`config.mk`:
```
export PLATFORM = sky130hd
export DESIGN_NAME = bed_divsqrt
export DESIGN_NICKNAME = d
export VERILOG_FILES = /design/src/bed_pkg.sv /design/src/bed_divsqrt.sv
export SDC_FILE = /design/constraint.sdc
export NUM_CORES = 1
export LEC_CHECK = 0
export BUFFER_PORTS_ARGS = -buffer_cell sky130_fd_sc_hd__buf_4
export CAP_MARGIN = 0
export CORE_AREA = 2 2 138 140
export CTS_CLUSTER_SIZE = 10
export DETAILED_ROUTE_END_ITERATION = 12
export DIE_AREA = 0 0 140 142
export SLEW_MARGIN = 30
export SYNTH_ARGS = -nofsm -noshare
export SYNTH_HDL_FRONTEND = slang
export SYNTH_SLANG_ARGS = --single-unit
```
`constraint.sdc`:
```
create_clock -name clk -period 7 [get_ports clk]
set_clock_uncertainty 0.05 [all_clocks]
set_input_delay 0 -clock clk [delete_from_list [all_inputs] [get_ports clk]]
set_output_delay 0 -clock clk [all_outputs]
set_load 0.005 [all_outputs]
```
`src/bed_pkg.sv`:
```
// ----------------------------------------------------------------------------
// bed_pkg
// Widths, reset values, register indexes and fixed constants shared by the
// bass envelope detector modules.
// ----------------------------------------------------------------------------
`default_nettype none

package bed_pkg;

    localparam int MAX_BLOCK  = 1024;

    localparam int SAMPLE_W   = 16;
    localparam int STATE_W    = 24;
    localparam int COEF_W     = 16;
    localparam int THR_W      = 16;
    localparam int GAIN_W     = 14;
    localparam int DISP_W     = 16;
    localparam int LVL_W      = 16;
    localparam int AMP_W      = 16;

    localparam int CFG_IDX_W  = 2;
    localparam int CFG_DATA_W = 16;

    // sample count holds MAX_BLOCK itself; each square is at most 2^30
    localparam int CNT_W      = $clog2(MAX_BLOCK + 1);
    localparam int SUM_W      = 31 + $clog2(MAX_BLOCK);
    localparam int DIVD_W     = SUM_W + 2;
    localparam int ROOT_W     = (DIVD_W + 1) / 2;
    localparam int SUB_W      = ROOT_W + 2;
    localparam int STEP_W     = $clog2(DIVD_W);

    localparam logic [STEP_W-1:0] DIV_LAST = STEP_W'(DIVD_W - 1);
    localparam logic [STEP_W-1:0] SQ_LAST  = STEP_W'(ROOT_W - 1);
    localparam logic [CNT_W-1:0]  CNT_MAX  = CNT_W'(MAX_BLOCK);

    // shared multiplier operand widths
    localparam int MUL_A_W = 26;
    localparam int MUL_B_W = 20;
    localparam int MUL_P_W = MUL_A_W + MUL_B_W;

    // floor(v / 5) = (v * RECIP5) >> RECIP5_SHIFT for v below 2^19
    localparam logic [MUL_B_W-1:0] RECIP5       = 20'd419431;
    localparam int                 RECIP5_SHIFT = 21;

    localparam logic [COEF_W-1:0] COEF_RST = 16'd1262;
    localparam logic [THR_W-1:0]  THR_RST  = 16'd1311;
    localparam logic [GAIN_W-1:0] GAIN_RST = 14'd3072;
    localparam logic [DISP_W-1:0] DISP_RST = 16'd5120;

    typedef enum logic [CFG_IDX_W-1:0] {
        CFG_LOWPASS_COEF     = 2'd0,
        CFG_GATE_THRESHOLD   = 2'd1,
        CFG_LEVEL_GAIN       = 2'd2,
        CFG_MAX_DISPLACEMENT = 2'd3
    } cfg_idx_t;

endpackage

`default_nettype wire

```
`src/bed_divsqrt.sv`:
```
// ----------------------------------------------------------------------------
// bed_divsqrt
// Restoring divide of the scaled square sum by the sample count, followed by
// a digit-by-digit integer square root of the quotient, on one subtractor.
// ----------------------------------------------------------------------------
`default_nettype none

module bed_divsqrt
(
    input  logic                       clk,
    input  logic                       rst_n,
    input  logic                       start,
    input  logic [bed_pkg::DIVD_W-1:0] dividend,
    input  logic [bed_pkg::CNT_W-1:0]  divisor,
    output logic                       done,
    output logic [bed_pkg::ROOT_W-1:0] root
);
    import bed_pkg::*;

    typedef enum logic [2:0] {
        P_IDLE = 3'b001,
        P_DIV  = 3'b010,
        P_SQRT = 3'b100
    } phase_t;

    phase_t               phase_reg, phase_next;
    logic [STEP_W-1:0]    cnt_reg, cnt_next;
    logic [DIVD_W-1:0]    d_reg, d_next;
    logic [CNT_W-1:0]     dvs_reg, dvs_next;
    logic [CNT_W-1:0]     rem_reg, rem_next;
    logic [2*ROOT_W-1:0]  v_reg, v_next;
    logic [ROOT_W:0]      srem_reg, srem_next;
    logic [ROOT_W-1:0]    root_reg, root_next;
    logic                 done_reg, done_next;

    logic [CNT_W:0]       div_shift;
    logic [SUB_W-1:0]     sq_shift;
    logic [SUB_W-1:0]     sq_trial;
    logic [SUB_W-1:0]     sub_a;
    logic [SUB_W-1:0]     sub_b;
    logic [SUB_W:0]       sub_d;
    logic                 fits;
    logic [DIVD_W-1:0]    quot;

    assign div_shift = {rem_reg, d_reg[DIVD_W-1]};
    assign sq_shift  = {srem_reg[ROOT_W-1:0], v_reg[2*ROOT_W-1 -: 2]};
    assign sq_trial  = {root_reg, 2'b01};

    always_comb
    begin
        if (phase_reg == P_SQRT)
        begin
            sub_a = sq_shift;
            sub_b = sq_trial;
        end
        else
        begin
            sub_a = SUB_W'(div_shift);
            sub_b = SUB_W'(dvs_reg);
        end
    end

    assign sub_d = {1'b0, sub_a} - {1'b0, sub_b};
    assign fits  = ~sub_d[SUB_W];
    assign quot  = {d_reg[DIVD_W-2:0], fits};

    always_comb
    begin
        phase_next = phase_reg;
        cnt_next   = cnt_reg;
        d_next     = d_reg;
        dvs_next   = dvs_reg;
        rem_next   = rem_reg;
        v_next     = v_reg;
        srem_next  = srem_reg;
        root_next  = root_reg;
        done_next  = 1'b0;
        unique case (phase_reg)
            P_IDLE:
            begin
                if (start)
                begin
                    d_next     = dividend;
                    dvs_next   = divisor;
                    rem_next   = '0;
                    cnt_next   = '0;
                    phase_next = P_DIV;
                end
            end
            P_DIV:
            begin
                rem_next = fits ? sub_d[CNT_W-1:0] : div_shift[CNT_W-1:0];
                d_next   = quot;
                if (cnt_reg == DIV_LAST)
                begin
                    v_next     = (2*ROOT_W)'(quot);
                    srem_next  = '0;
                    root_next  = '0;
                    cnt_next   = '0;
                    phase_next = P_SQRT;
                end
                else
                begin
                    cnt_next = cnt_reg + 1'b1;
                end
            end
            P_SQRT:
            begin
                srem_next = fits ? sub_d[ROOT_W:0] : sq_shift[ROOT_W:0];
                root_next = {root_reg[ROOT_W-2:0], fits};
                v_next    = {v_reg[2*ROOT_W-3:0], 2'b00};
                if (cnt_reg == SQ_LAST)
                begin
                    done_next  = 1'b1;
                    phase_next = P_IDLE;
                end
                else
                begin
                    cnt_next = cnt_reg + 1'b1;
                end
            end
            default:
            begin
                phase_next = P_IDLE;
            end
        endcase
    end

    always_ff @(posedge clk or negedge rst_n)
    begin
        if (!rst_n)
        begin
            phase_reg <= P_IDLE;
            cnt_reg   <= '0;
            done_reg  <= 1'b0;
        end
        else
        begin
            phase_reg <= phase_next;
            cnt_reg   <= cnt_next;
            done_reg  <= done_next;
        end
    end

    always_ff @(posedge clk)
    begin
        d_reg    <= d_next;
        dvs_reg  <= dvs_next;
        rem_reg  <= rem_next;
        v_reg    <= v_next;
        srem_reg <= srem_next;
        root_reg <= root_next;
    end

    assign done = done_reg;
    assign root = root_reg;

endmodule

`default_nettype wire

```
=== After elaboration in Yosys (flattened, before gate mapping) ===
Cells that the tools add are included.
Widths: inputs -> output; s select.

* Flip-flop bits (word level): 163
* Input bits: 57
* Output and inout port bits: 23
* Word-level logic and storage cells: 53

* $add $sub $neg: 2
* Equal/unequal tests: 9
* Mux-type cells: 24
* Bitwise logic cells: 1
* Reductions and logical operators: 8

{| class="wikitable"
|+ Operators by type and width
! cell !! number
|-
| $pmux 22 s2 || 2
|-
| $pmux 44 s2 || 1
|-
| $pmux 43 s2 || 1
|-
| $mux 22 || 3
|-
| $mux 24 || 2
|-
| $mux 44 || 1
|-
| $mux 43 || 1
|-
| $sub 24x24->25 || 1
|-
| $mux 11 || 2
|-
| $pmux 11 s2 || 1
|-
| $mux 6 || 3
|-
| $pmux 6 s3 || 1
|-
| $mux 3 || 3
|-
| $pmux 3 s3 || 1
|-
| $add 6x1->6 const B || 1
|-
| $eq 6x5->1 const B || 1
|-
| $eq 6x6->1 const B || 1
|-
| $ne 2x2->1 const B || 3
|-
| $reduce_and 2->1 || 3
|-
| $reduce_and 3->1 || 2
|-
| $reduce_bool 2->1 || 2
|-
| $eq 3x1->1 const B || 1
|-
| $eq 3x2->1 const B || 1
|-
| $eq 3x3->1 const B || 1
|-
| 4 further kinds || 5
|}

=== Longest topological paths before layout ===
Gate-level depths: netlist of the first run.

* Depth after elaboration: 6
* Gate-level depth with buffers: 17
* Gate-level depth less buffers: 14

=== Worst setup path before layout of the first run ===
OpenSTA, ideal clock, no wires.

* Path kind: reg-to-reg
* Start point: register phase_reg[0]
* End point: register cnt_reg[5]
* Data arrival time: 5.699 ns
* Data required time: 6.872 ns
* Path slack: 1.173 ns
* Cell stages (with the launch flop): 8
* Path buffers: 1
* Path through: dfstp_2 > nand3b_1 > o21ai_0 > or2_1 > clkbuf_1 > nand4_1 > or3_1 > a21oi_1

* Word-level cells in the longest chain between the ends: 3
* Elaborated cells between the ends (all ways): 8
* Classes of those cells: eq/ne (5); mux (1); reduce/logical (2)

{| class="wikitable"
|+ Ends and longest elaborated chain
! item !! line !! RTL
|-
| start, declared || bed_divsqrt.sv:26 || <nowiki>phase_t phase_reg, phase_next;</nowiki>
|-
| start signal, assigned || bed_divsqrt.sv:139 || <nowiki>phase_reg <= phase_next;</nowiki>
|-
| $eq 3x3->1 (tied with other cells) || bed_divsqrt.sv:78 || <nowiki>unique case (phase_reg)</nowiki>
|-
| $ne 2x2->1 (no line) or $reduce_bool 3->1 (tied branches) || -- ||
|-
| $reduce_and 3->1 (no line) || -- ||
|-
| end signal, assigned || bed_divsqrt.sv:140 || <nowiki>cnt_reg <= cnt_next;</nowiki>
|-
| end, declared || bed_divsqrt.sv:27 || <nowiki>logic [STEP_W-1:0] cnt_reg, cnt_next;</nowiki>
|}

Several ways; a longest one is shown, not always the timed one.
A chain may end at the register's enable or synchronous reset.

=== Worst setup path after layout of the first run ===
* Start point: register phase_reg[2]
* End point: register srem_reg[9] (data pin)

* Word-level cells in the longest chain between the ends: 5
* Elaborated cells between the ends (all ways): 7
* Classes of those cells: add/sub (1); eq/ne (2); mux (4)

{| class="wikitable"
|+ Ends and longest elaborated chain
! item !! line !! RTL
|-
| $eq 3x3->1 || bed_divsqrt.sv:51, bed_divsqrt.sv:78 ||
|-
| $mux 24 || bed_divsqrt.sv:51 || <nowiki>if (phase_reg == P_SQRT)</nowiki>
|-
| $sub 24x24->25 || bed_divsqrt.sv:63 || <nowiki>assign sub_d = {1'b0, sub_a} - {1'b0, sub_b};</nowiki>
|-
| $mux 22 || bed_divsqrt.sv:109 || <nowiki>srem_next = fits ? sub_d[ROOT_W:0] : sq_shift[ROOT_W:0];</nowiki>
|-
| $pmux 22 s2 (*) || bed_divsqrt.sv:78 ||
|-
| end signal, assigned || bed_divsqrt.sv:151 || <nowiki>srem_reg <= srem_next;</nowiki>
|-
| end, declared || bed_divsqrt.sv:32 || <nowiki>logic [ROOT_W:0] srem_reg, srem_next;</nowiki>
|}

Every way passes the cells marked *; elsewhere a longest branch is shown, timed or not.

==> summary.md, run 1 <==
| Metric | Value |
|---|---|
| Tmin final | between 4 and 5 ns |
| Synth top cells by count | nand2_1, edfxtp_1, a21oi_1 |
| Via count | 6198 |
| Crit Path Class | register to register |
| Final setup vio count | 0 |
| Row cnt | 50 |
| Max Cap Viol | 0 |
| Largest register FFs | between 40 and 50 |
| CTS root buf | clkbuf_16 |
| H-tree lvl count | 4 |
| HPWL Detailed | about 11 mm |
| Synth Flop Type | edfxtp_1 |
| Worst slew pin tran | about 0.77 ns |
| Ys Warns | 0 |
| DR vias/cell | 5.16 |
| Yosys top cell by area | edfxtp_1 |
| Async set or reset register ratio after synthesis | 6.13% |
| Core Area | between 15000 and 20000 um^2 |
| Routed Antenna Nets | 0 |
| Initial DRC Count | between 400 and 500 |
| Resized Gates After CTS | 0 |
| Most frequent CP cell | buf_4 |
| Buf+Inv Stages, Crit Path | 3 |
| Largest cells by area after synthesis | edfxtp_1, nand2_1, ha_1, a21oi_1, and3_1 |
| Die Span Y | 142 um |
| Die Span X | 140 um |
| Clock transition at the registers of the reported paths | about 0.060 ns |
| Status | finished clean |
| Max Buffers Root-to-Sink | 2 |
| Routed len/inst | roughly 15 um |
| Pwr per Cell Area | 203 nW/um^2 |
| CTS tree | yes |
| Area Growth Syn to Fin | 24.2% |
| Port buffer count | a little under 80 |
| Setup tns final | 0 ns |
| Setup Fix Bufs, Post-CTS | 0 |
| Clock sink count | ~160 |
| Worst Setup End Kind | register |
| Initial Utilization | 44.4% |
| Layout Nets | 1040 |
| Vias in the first global route | around 5.8k |
| Count of final hold-check violations | 0 |
| Seq/Total Area, Yosys | between 50 and 60% |
| Crit path max-delay family | simple AND/OR/NAND/NOR gates |
| Hold_buf cts | 58 |
| Worst setup SP type | register |
| Max Clock Freq | about 0.22 GHz |
| Top cell type's share of synthesized area | around 56% |
| Final Routed Wirelength | 18.1 mm |
| Required @ worst endpoint | roughly 7 ns |
| Post-synth EDFFs | between 150 and 200 |
| Io pins | 80 |
| Synth Cell Area | around 8200 um^2 |
| Synth Register Bits | approximately 160 |
| Global-route wire length before repair | just under 30 mm |
| Final Cycle Share | ~66% |
| Post-DP Area | approximately 9000 um^2 |
| CP Data Arrival Time | 4.67 ns |
| Layout Cell Area excl Fill | roughly 10000 um^2 |
| Post-Syn Area per Cell | ~9.9 um^2 |
| CTS Buf Count | 17 |
| CP max-delay cell | dfrtp_1 |
| Worst slew margin | 48.5% |
| RSZ-0062 raised after global routing | no |
| VDD IR-drop max | 0.155 mV |
| Largest net degree at the start of global routing | about 70 |
| Cells after Synth | slightly above 800 |
| Final Max Slew Viols | 0 |
| Layout cells sized above 1 | 13.3% |
| Worst min-delay path class | input pin to register |
| Critical path's largest stage delay | between 0.7 and 0.8 ns |
| Clk_lat worst skew | between 0.4 and 0.5 ns |
| Lkg Pwr | about 4.4 nW |
| Final GP Congestion | just over 0.8 |
| Die area | just under 20000 um^2 |
| Crit-path max FO | 39 |
| Pre-Repair DR Iteration Count | 7 |
| Top-count cell post-synth | nand2_1 |
| Power after layout | ~2.1 mW |
| # diodes | 0 |
| Total grt overflow | 0 |
| Tot GR Track Use | a little under a fifth |
| Initial antenna violation count | 0 |
| Distinct cells, synth | between 50 and 60 |
| CP cell instances | buf_4 > nand2_2 > buf_4 > mux2i_1 > ha_1 > inv_1 > fa_1 > a211oi_1 > o211ai_1 > a31oi_1 > a21oi_2 > nor3_2 > or2_4 > or3_1 > a21oi_1 |
| Drc violations | 0 |
| Net Count, Synth | ~920 |
[final cells by class]
class                   count  area, um^2
multi-input cells         609        3140
fillers                  1613        8280
repair buffers            145        1230
inverters                  19        71.3
clock inverters            11         150
clock buffers              21         440
well taps                 234         293
flip-flops and latches    163        4850
[power breakdown]
part	switching, mW	total, mW	internal, mW
registers	0	1.05	1.05
clock network	0.384	0.948	0.565
logic	0.0183	0.0636	0.0452
[cell families (layout without fill, tap and decap cells)]
family,after synthesis,in the layout,share of synthesized area (%)
xor gates and xnor gates,15,15,1.60
muxes,2,2,0.244
AOI/OAI and AO/OA,107,107,7.74
and+or+nand+nor,457,457,24.0
buffers and inverters,59,196,2.93
DFF,163,163,59.1
adders and majority gates,28,28,4.37
[placed cells by master, fill, tap and decap left out, drive strengths merged, types with 6 or more instances in the layout]
master / synthesis / layout
a21o: 13 / 13
a21oi: 56 / 56
and3: 38 / 38
buf: 8 / 87
clkbuf: 32 / 21
dfrtp: 9 / 9
dlygate4sd3: 0 / 58
edfxtp: 153 / 153
ha: 27 / 27
inv: 19 / 22
nand2: 346 / 346
nand3: 6 / 6
nor2: 21 / 21
nor3: 9 / 9
o21ai: 16 / 16
or3: 6 / 6
xor2: 10 / 10
[worst reg2reg max path: cells and delay by family (launching register included)]
family,cells,cell delay [ns]
AO/OA/AOI/OAI,5,0.94
adder cells (fa/ha/maj),2,0.59
buffers and inverters,3,0.67
flip-flops,1,0.72
multiplexers,1,0.18
AND/OR/NAND/NOR,4,1.15
[layer usage]
metal	up-vias	GRT usage [%]	wire length [um]
li1	3111	-	-
met3	15	3.67	705
met4	0	4.52	175
met1	2933	26.8	8860
met2	139	29.3	8390
met5	-	0	0
[worst paths after layout]
check                             start      endpoint  slack [ns]  depth (start not counted)
max                        phase_reg[2]   srem_reg[9]        2.41                         15
min                          divisor[6]    dvs_reg[6]        0.25                          2
max reg2reg                phase_reg[2]   srem_reg[9]        2.41                         15
min reg2reg                   v_reg[39]     v_reg[41]        0.45                          2
max in group asynchronous         rst_n  phase_reg[2]        5.51                          4
min in group asynchronous         rst_n  phase_reg[0]        0.54                          3
[per-stage QoR]
step / hold WS, ns / worst slack [ns] / cells / util [%]
global placement: -0.211 / 2.30 / 1112 / 48.8
global route: 0.243 / 1.97 / 1202 / 55.1
CTS: 0.230 / 2.40 / 1202 / 55.1
floorplan: -0.346 / 1.17 / 831 / -
finish: 0.251 / 2.41 / 1202 / 55.1
detailed placement: -0.212 / 2.41 / 1112 / 48.8
Note: power is estimated with default switching activity, not from simulation.
==> run 2, diff against run 1 <==
==> constraint.sdc (replaced) <==
create_clock -name clk -period 4.3 [get_ports clk]
set_clock_uncertainty 0.05 [all_clocks]
set_input_delay 0 -clock clk [delete_from_list [all_inputs] [get_ports clk]]
set_output_delay 0 -clock clk [all_outputs]
set_load 0.005 [all_outputs]
==> run 2 against run 1 <==
The run now ends with design-rule violations left. Clock-buffer cell count is the same. Via count rose by 0.66%. Setup slack worse by 2.0 ns. Critical path depth did not move. Sequential share of layout area down 0.22 points. Fmax grew 17%. Die area unchanged. First-iteration DRC count grew 2.3%. Combinational power is 60% higher. Wire length is 2.4% higher. Total power rose by 58%. Global-route usage up 0.34 points. Highest routed layer unchanged.
==> summary.md, run 2 (same netlist as run 1, synthesis figures left out) <==
| Metric | Value |
|---|---|
| Status | finished with violations |
| Failing checks | design-rule violations |
| Final Routed Wirelength | 18.6 mm (+2.4%) |
| Power after layout | 3.27 mW (+58%) |
| Largest register FFs | 44 (unchanged) |
| Initial antenna violation count | 0 (unchanged) |
| Most frequent cells in the layout | nand2_1, edfxtp_1, buf_4 |
| Initial Utilization | 44.4% (unchanged) |
| Die Span X | 140 um (unchanged) |
| Global-route wire length before repair | 29.8 mm (+1.8%) |
| CP Data Arrival Time | 4.11 ns (-0.56 ns) |
| Layout Cell Area excl Fill | 10200 um^2 (+0.46%) |
| Count of final hold-check violations | 0 (unchanged) |
| Core Area | 18500 um^2 (unchanged) |
| Final GP Congestion | 0.817 (+1.6%) |
| Worst slew margin | 39.3% (-9.2 points) |
| VDD IR-drop max | 0.259 mV (+67%) |
| Vias in the first global route | 5930 (+1.4%) |
| Crit-path max FO | 15 (-62%) |
| Layout Nets | 1052 (+1.2%) |
| Die area | 19900 um^2 (unchanged) |
| Lkg Pwr | 4.46 nW (+0.57%) |
| Via count | 6239 (+0.66%) |
| Most common cell after layout, fill and taps aside | nand2_1 |
| Max Buffers Root-to-Sink | 2 (unchanged) |
| Worst setup SP type | register |
| Final Max Slew Viols | 0 (unchanged) |
| Cell count after placement | 1123 (+0.99%) |
| Pwr per Cell Area | 320 nW/um^2 (+58%) |
| Post-DP Area | 9080 um^2 (+0.88%) |
| Pre-Repair DR Iteration Count | 11 (+4) |
| Non-Filler Instances | 1214 (+1.0%) |
| Final Cycle Share | 90.9% (+25 points) |
| Crit Path Class | register to register |
| Port buffer count | 79 (unchanged) |
| Worst min-delay path class | input pin to register |
| Max Cap Viol | 0 (unchanged) |
| Clk_lat worst skew | 0.42 ns (about the same) |
| Tot GR Track Use | 18.9% (+0.34 points) |
| Setup tns final | 0 ns (unchanged) |
| RSZ-0062 raised after global routing | no |
| Drc violations | 3 (+3) |
| H-tree lvl count | 4 (unchanged) |
| Required @ worst endpoint | 4.50 ns (-2.58 ns) |
| Routed len/inst | 15.3 um (+1.4%) |
| # diodes | 0 (unchanged) |
| Die Span Y | 142 um (unchanged) |
| Layout cells sized above 1 | 14.3% (+0.96 points) |
| Clock transition at the registers of the reported paths | 0.06 ns (about the same) |
| DR vias/cell | 5.14 (-0.33%) |
| Initial DRC Count | 437 (+2.3%) |
| HPWL Detailed | 11.8 mm (+5.3%) |
| Pre-CTS setup slack | 0.316 ns (-2.10 ns) |
| Final Util | 55.4% (+0.25 points) |
| Max Clock Freq | 0.256 GHz (+17%) |
| Area Growth Syn to Fin | 24.8% |
| Total grt overflow | 0 (unchanged) |
| Routed Antenna Nets | 0 (unchanged) |
| Tmin final | 3.91 ns (-0.682 ns) |
| Worst Setup End Kind | register |
| Final setup vio count | 0 (unchanged) |
| Largest net degree at the start of global routing | 57 (-17%) |
| CTS Buf Count | 17 (unchanged) |
| Row cnt | 50 (unchanged) |
| Worst setup margin | 0.393 ns (-2.02 ns) |
| CTS root buf | clkbuf_16 |
| Worst slew pin tran | 0.907 ns (+0.134 ns) |
| Io pins | 80 (unchanged) |
| CTS tree | yes |
| Clock sink count | 163 (unchanged) |
| WHS | 0.248 ns (-0.00239 ns) |
## run 2: cell types whose count changed in the layout (fill, tap and decap cells not counted), sizes merged
cell,change
buf,+11
clkinvlp,+3
bufinv,-2
inv,-1
or2,+1
## run 2: final cells by class
| cell class | count | area (um^2) |
|---|---|---|
| Timing Repair Buffer | 156 | 1320 |
| Clock buffer | 21 | 450 |
| Inverter | 19 | 71.3 |
| Tap cell | 234 | 293 |
| Multi-Input combinational cell | 610 | 3140 |
| Sequential cell | 163 | 4850 |
| Fill cell | 1660 | 8230 |
| Clock inverter | 11 | 104 |
## run 2: what timing repair did
action	4_1_cts	5_1_grt
setup buffers	0	0
hold buffers	58	0
hold endpoints to repair	65	0
setup endpoints to repair	0	9
gates resized for setup	0	0
## run 2: layer usage
metal / vias to the layer above / wire length, um / global-route usage [%]
met5: - / 0 / 0
met4: 0 / 193 / 5.05
met3: 18 / 524 / 2.99
met2: 118 / 8660 / 30.1
met1: 2969 / 9180 / 27.3
li1: 3134 / - / -
## run 2: where the power goes
part / internal [mW] / switching [mW]
Sequential: 1.72 / 0
Combinational: 0.0736 / 0.0288
Clock: 0.815 / 0.639
## run 2: critical path, cell delays in order, from the launching register on
cell and delay (ns):
dfstp_2 0.57, nor2_2 0.06, nand2_2 0.17, mux2i_1 0.22, ha_1 0.18, inv_1 0.05, fa_1 0.42, a211oi_1 0.31
o211ai_1 0.17, a31oi_1 0.29, a21oi_2 0.12, nor3_2 0.37, or2_4 0.31, buf_4 0.21, nand2_1 0.07, a21oi_1 0.17
## run 2: final timing paths
check / slack [ns] / from / cells past startpoint / end
hold reg to reg: 0.46 / v_reg[22] / 2 / v_reg[24]
min in group asynchronous: 0.55 / rst_n / 3 / phase_reg[0]
max in group asynchronous: 2.80 / rst_n / 4 / cnt_reg[5]
setup / recovery: 0.39 / phase_reg[0] / 15 / rem_reg[1]
setup reg to reg: 0.39 / phase_reg[0] / 15 / rem_reg[1]
hold / removal: 0.25 / divisor[6] / 2 / dvs_reg[6]
==> run 3, diff against run 2 <==
--- a/config.mk
+++ b/config.mk
@@ -5,7 +5,7 @@
 export SDC_FILE = /design/constraint.sdc
 export NUM_CORES = 1
 export LEC_CHECK = 0
-export BUFFER_PORTS_ARGS = -buffer_cell sky130_fd_sc_hd__buf_4
+export BUFFER_PORTS_ARGS = -buffer_cell sky130_fd_sc_hd__clkbuf_2
 export CAP_MARGIN = 0
 export CORE_AREA = 2 2 138 140
 export CTS_CLUSTER_SIZE = 10
==> run 3 against run 2 <==
The flow still finishes with violations (design-rule violations). Wire length grew 1.3%. Sequential share of layout area grew 0.63 points. Register-to-register slack improved by 0.02 ns. Critical path depth increased by 1. Largest power group unchanged.
==> summary.md, run 3 (same netlist as run 1, synthesis figures left out) <==
| Metric | Value |
|---|---|
| Power after layout | 3.45 mW (+5.4%) |
| Combinational Power Share | 2.5% (-0.6 points) |
| # diodes | 0 (unchanged) |
| Vias in the first global route | 6060 (+2.2%) |
| Initial antenna violation count | 0 (unchanged) |
| H-tree lvl count | 4 (unchanged) |
| Final GP Congestion | 0.808 (-1.1%) |
| Clock sink count | 163 (unchanged) |
| Final Routed Wirelength | 18.8 mm (+1.3%) |
| Clk_lat worst skew | 0.42 ns (about the same) |
| Layout cells sized above 1 | 14.1% (-0.15 points) |
| Worst setup SP type | register |
| Pre-CTS setup slack | 0.450 ns (+0.134 ns) |
| Resized Gates After CTS | 0 (unchanged) |
| Count of final hold-check violations | 0 (unchanged) |
| Global-route wire length before repair | 30.2 mm (+1.2%) |
| Crit Path Class | register to register |
| Layout Nets | 1048 (-0.38%) |
| Worst slew pin tran | 0.933 ns (+0.0263 ns) |
| Row cnt | 50 (unchanged) |
| Most frequent cells in the layout | nand2_1, edfxtp_1, clkbuf_2 |
| P_int | 2.78 mW (+6.8%) |
| Tmin final | 3.89 ns (-0.0201 ns) |
| P_sw | 0.669 mW (+0.14%) |
| Worst Setup End Kind | register |
| Die Span X | 140 um (unchanged) |
| Crit-path max FO | 58 (+43) |
| WHS | 0.241 ns (-0.00755 ns) |
| Drc violations | 3 (unchanged) |
| Multi-input gate area | 3130 um^2 (-0.20%) |
| Pwr per Cell Area | 342 nW/um^2 (+6.8%) |
| HPWL Detailed | 11.7 mm (-0.26%) |
| CP Data Arrival Time | 4.10 ns (about the same) |
| Pre-Repair DR Iteration Count | 11 (unchanged) |
| R2R setup slack | 0.41 ns (+0.02 ns) |
| CTS Buf Count | 17 (unchanged) |
| CP cell instances | nor2_2 > nand2_2 > buf_12 > nand2b_1 > ha_1 > inv_1 > fa_1 > a211oi_1 > o211ai_1 > a31oi_1 > a21oi_2 > nor3_2 > or2_4 > buf_4 > nand2_1 > a21oi_1 |
| Initial Utilization | 44.4% (unchanged) |
| Die area | 19900 um^2 (unchanged) |
| Area Growth Syn to Fin | 23.1% |
| Routed Antenna Nets | 0 (unchanged) |
| Final setup vio count | 0 (unchanged) |
| Clock transition at the registers of the reported paths | 0.06 ns (about the same) |
| Sequential power share | 49.7% (-2.7 points) |
| Status | finished with violations |
| Die Span Y | 142 um (unchanged) |
| Fillers | 1661 (+0.060%) |
| Total grt overflow | 0 (unchanged) |
| Tot GR Track Use | 19.2% (+0.22 points) |
| Final Max Slew Viols | 0 (unchanged) |
| Largest register FFs | 44 (unchanged) |
| CTS tree | yes |
| Max Cap Viol | 0 (unchanged) |
| VDD IR-drop max | 0.275 mV (+6.2%) |
| Required @ worst endpoint | 4.51 ns (about the same) |
| DR vias/cell | 5.21 (+1.4%) |
| Sw frac | 19.4% (-1.0 points) |
| Register Area | 4850 um^2 (unchanged) |
| Hold_buf cts | 58 (unchanged) |
| Setup tns final | 0 ns (unchanged) |
| Core Area | 18500 um^2 (unchanged) |
| Via count | 6306 (+1.1%) |
| RSZ-0062 raised after global routing | no |
| Clk pwr share | 47.7% (+3.3 points) |
| Most common cell after layout, fill and taps aside | nand2_1 |
| Critical path's largest stage delay | 0.41 ns (-0.16 ns) |
| CP max-delay cell | dfrtp_1 |
| Port buffer count | 79 (unchanged) |
| Max Buffers Root-to-Sink | 2 (unchanged) |
| Worst min-delay path class | input pin to register |
| Worst setup margin | 0.413 ns (+0.0201 ns) |
| Lkg Pwr | 4.44 nW (-0.36%) |
| Failing checks | design-rule violations |
| Io pins | 80 (unchanged) |
| Routed len/inst | 15.5 um (+1.7%) |
| CTS root buf | clkbuf_16 |
| Max Clock Freq | 0.257 GHz (+0.52%) |
| Setup Fix Bufs, Post-CTS | 0 (unchanged) |
| Final Cycle Share | 90.4% (-0.47 points) |
| Worst slew margin | 37.5% (-1.8 points) |
| Largest net degree at the start of global routing | 59 (+3.5%) |
| Initial DRC Count | 572 (+31%) |
## run 3: cell count changes in the layout (fill, tap and decap cells not counted), moves of 2 or more
| cell | delta |
|---|---|
| buf_4 | -83 |
| bufinv_16 | +3 |
| clkbuf_1 | -2 |
| clkbuf_2 | +79 |
| clkinvlp_4 | -4 |
## run 3: per-stage QoR
| step | instances | utilization, % | cell area [um^2] |
|---|---|---|---|
| 3_5_place_dp | 1120 | 48.1 | 8870 |
| 3_3_place_gp | 1120 | 48.1 | 8870 |
| 5_1_grt | 1210 | 54.7 | 10100 |
| 2_1_floorplan | 831 | - | 8200 |
| 6_report | 1210 | 54.7 | 10100 |
| 4_1_cts | 1210 | 54.7 | 10100 |
## run 3: layout make-up
| cell class | instances | area share (%) |
|---|---|---|
| inverters | 19 | 0.707 |
| clock inverters | 12 | 1.76 |
| repair buffers | 153 | 11.0 |
| clock buffers | 20 | 4.53 |
| multi-input cells | 609 | 31.1 |
| flip-flops and latches | 163 | 48.0 |
| well taps | 234 | 2.90 |
## run 3: final timing paths
kind / startpoint / to / cells after the start
setup / recovery: phase_reg[1] / rem_reg[0] / 16
hold / removal: divisor[8] / dvs_reg[8] / 2
setup reg to reg: phase_reg[1] / rem_reg[0] / 16
hold reg to reg: v_reg[23] / v_reg[25] / 2
max in group asynchronous: rst_n / phase_reg[2] / 4
min in group asynchronous: rst_n / phase_reg[0] / 3
## run 3: worst max-delay path: cells and delay by family (launching register included)
family | cells | cell delay [ns]
simple gates | 6 | 1.07
flops | 1 | 0.41
compound gates | 5 | 1.09
fa+ha+maj | 2 | 0.57
buf+inv | 3 | 0.50
## run 3: routing by layer
metal  track usage [%]  vias to the layer above  part of all wire, %
li1                  -                     3131                    -
met1              26.9                     2987                   49
met2              30.5                      162                   46
met3              3.23                       26                  3.9
met4              6.54                        0                  1.5
met5                 0                        -                    0
## run 3: power groups by stage
stage	logic (mW)	clock network, mW	registers, mW
floorplan	0.0152	0	1.75
global placement	0.0449	0	1.75
detailed placement	0.0455	0	1.75
CTS	0.0866	1.67	1.72
global route	0.0968	1.74	1.72
finish	0.0880	1.65	1.72
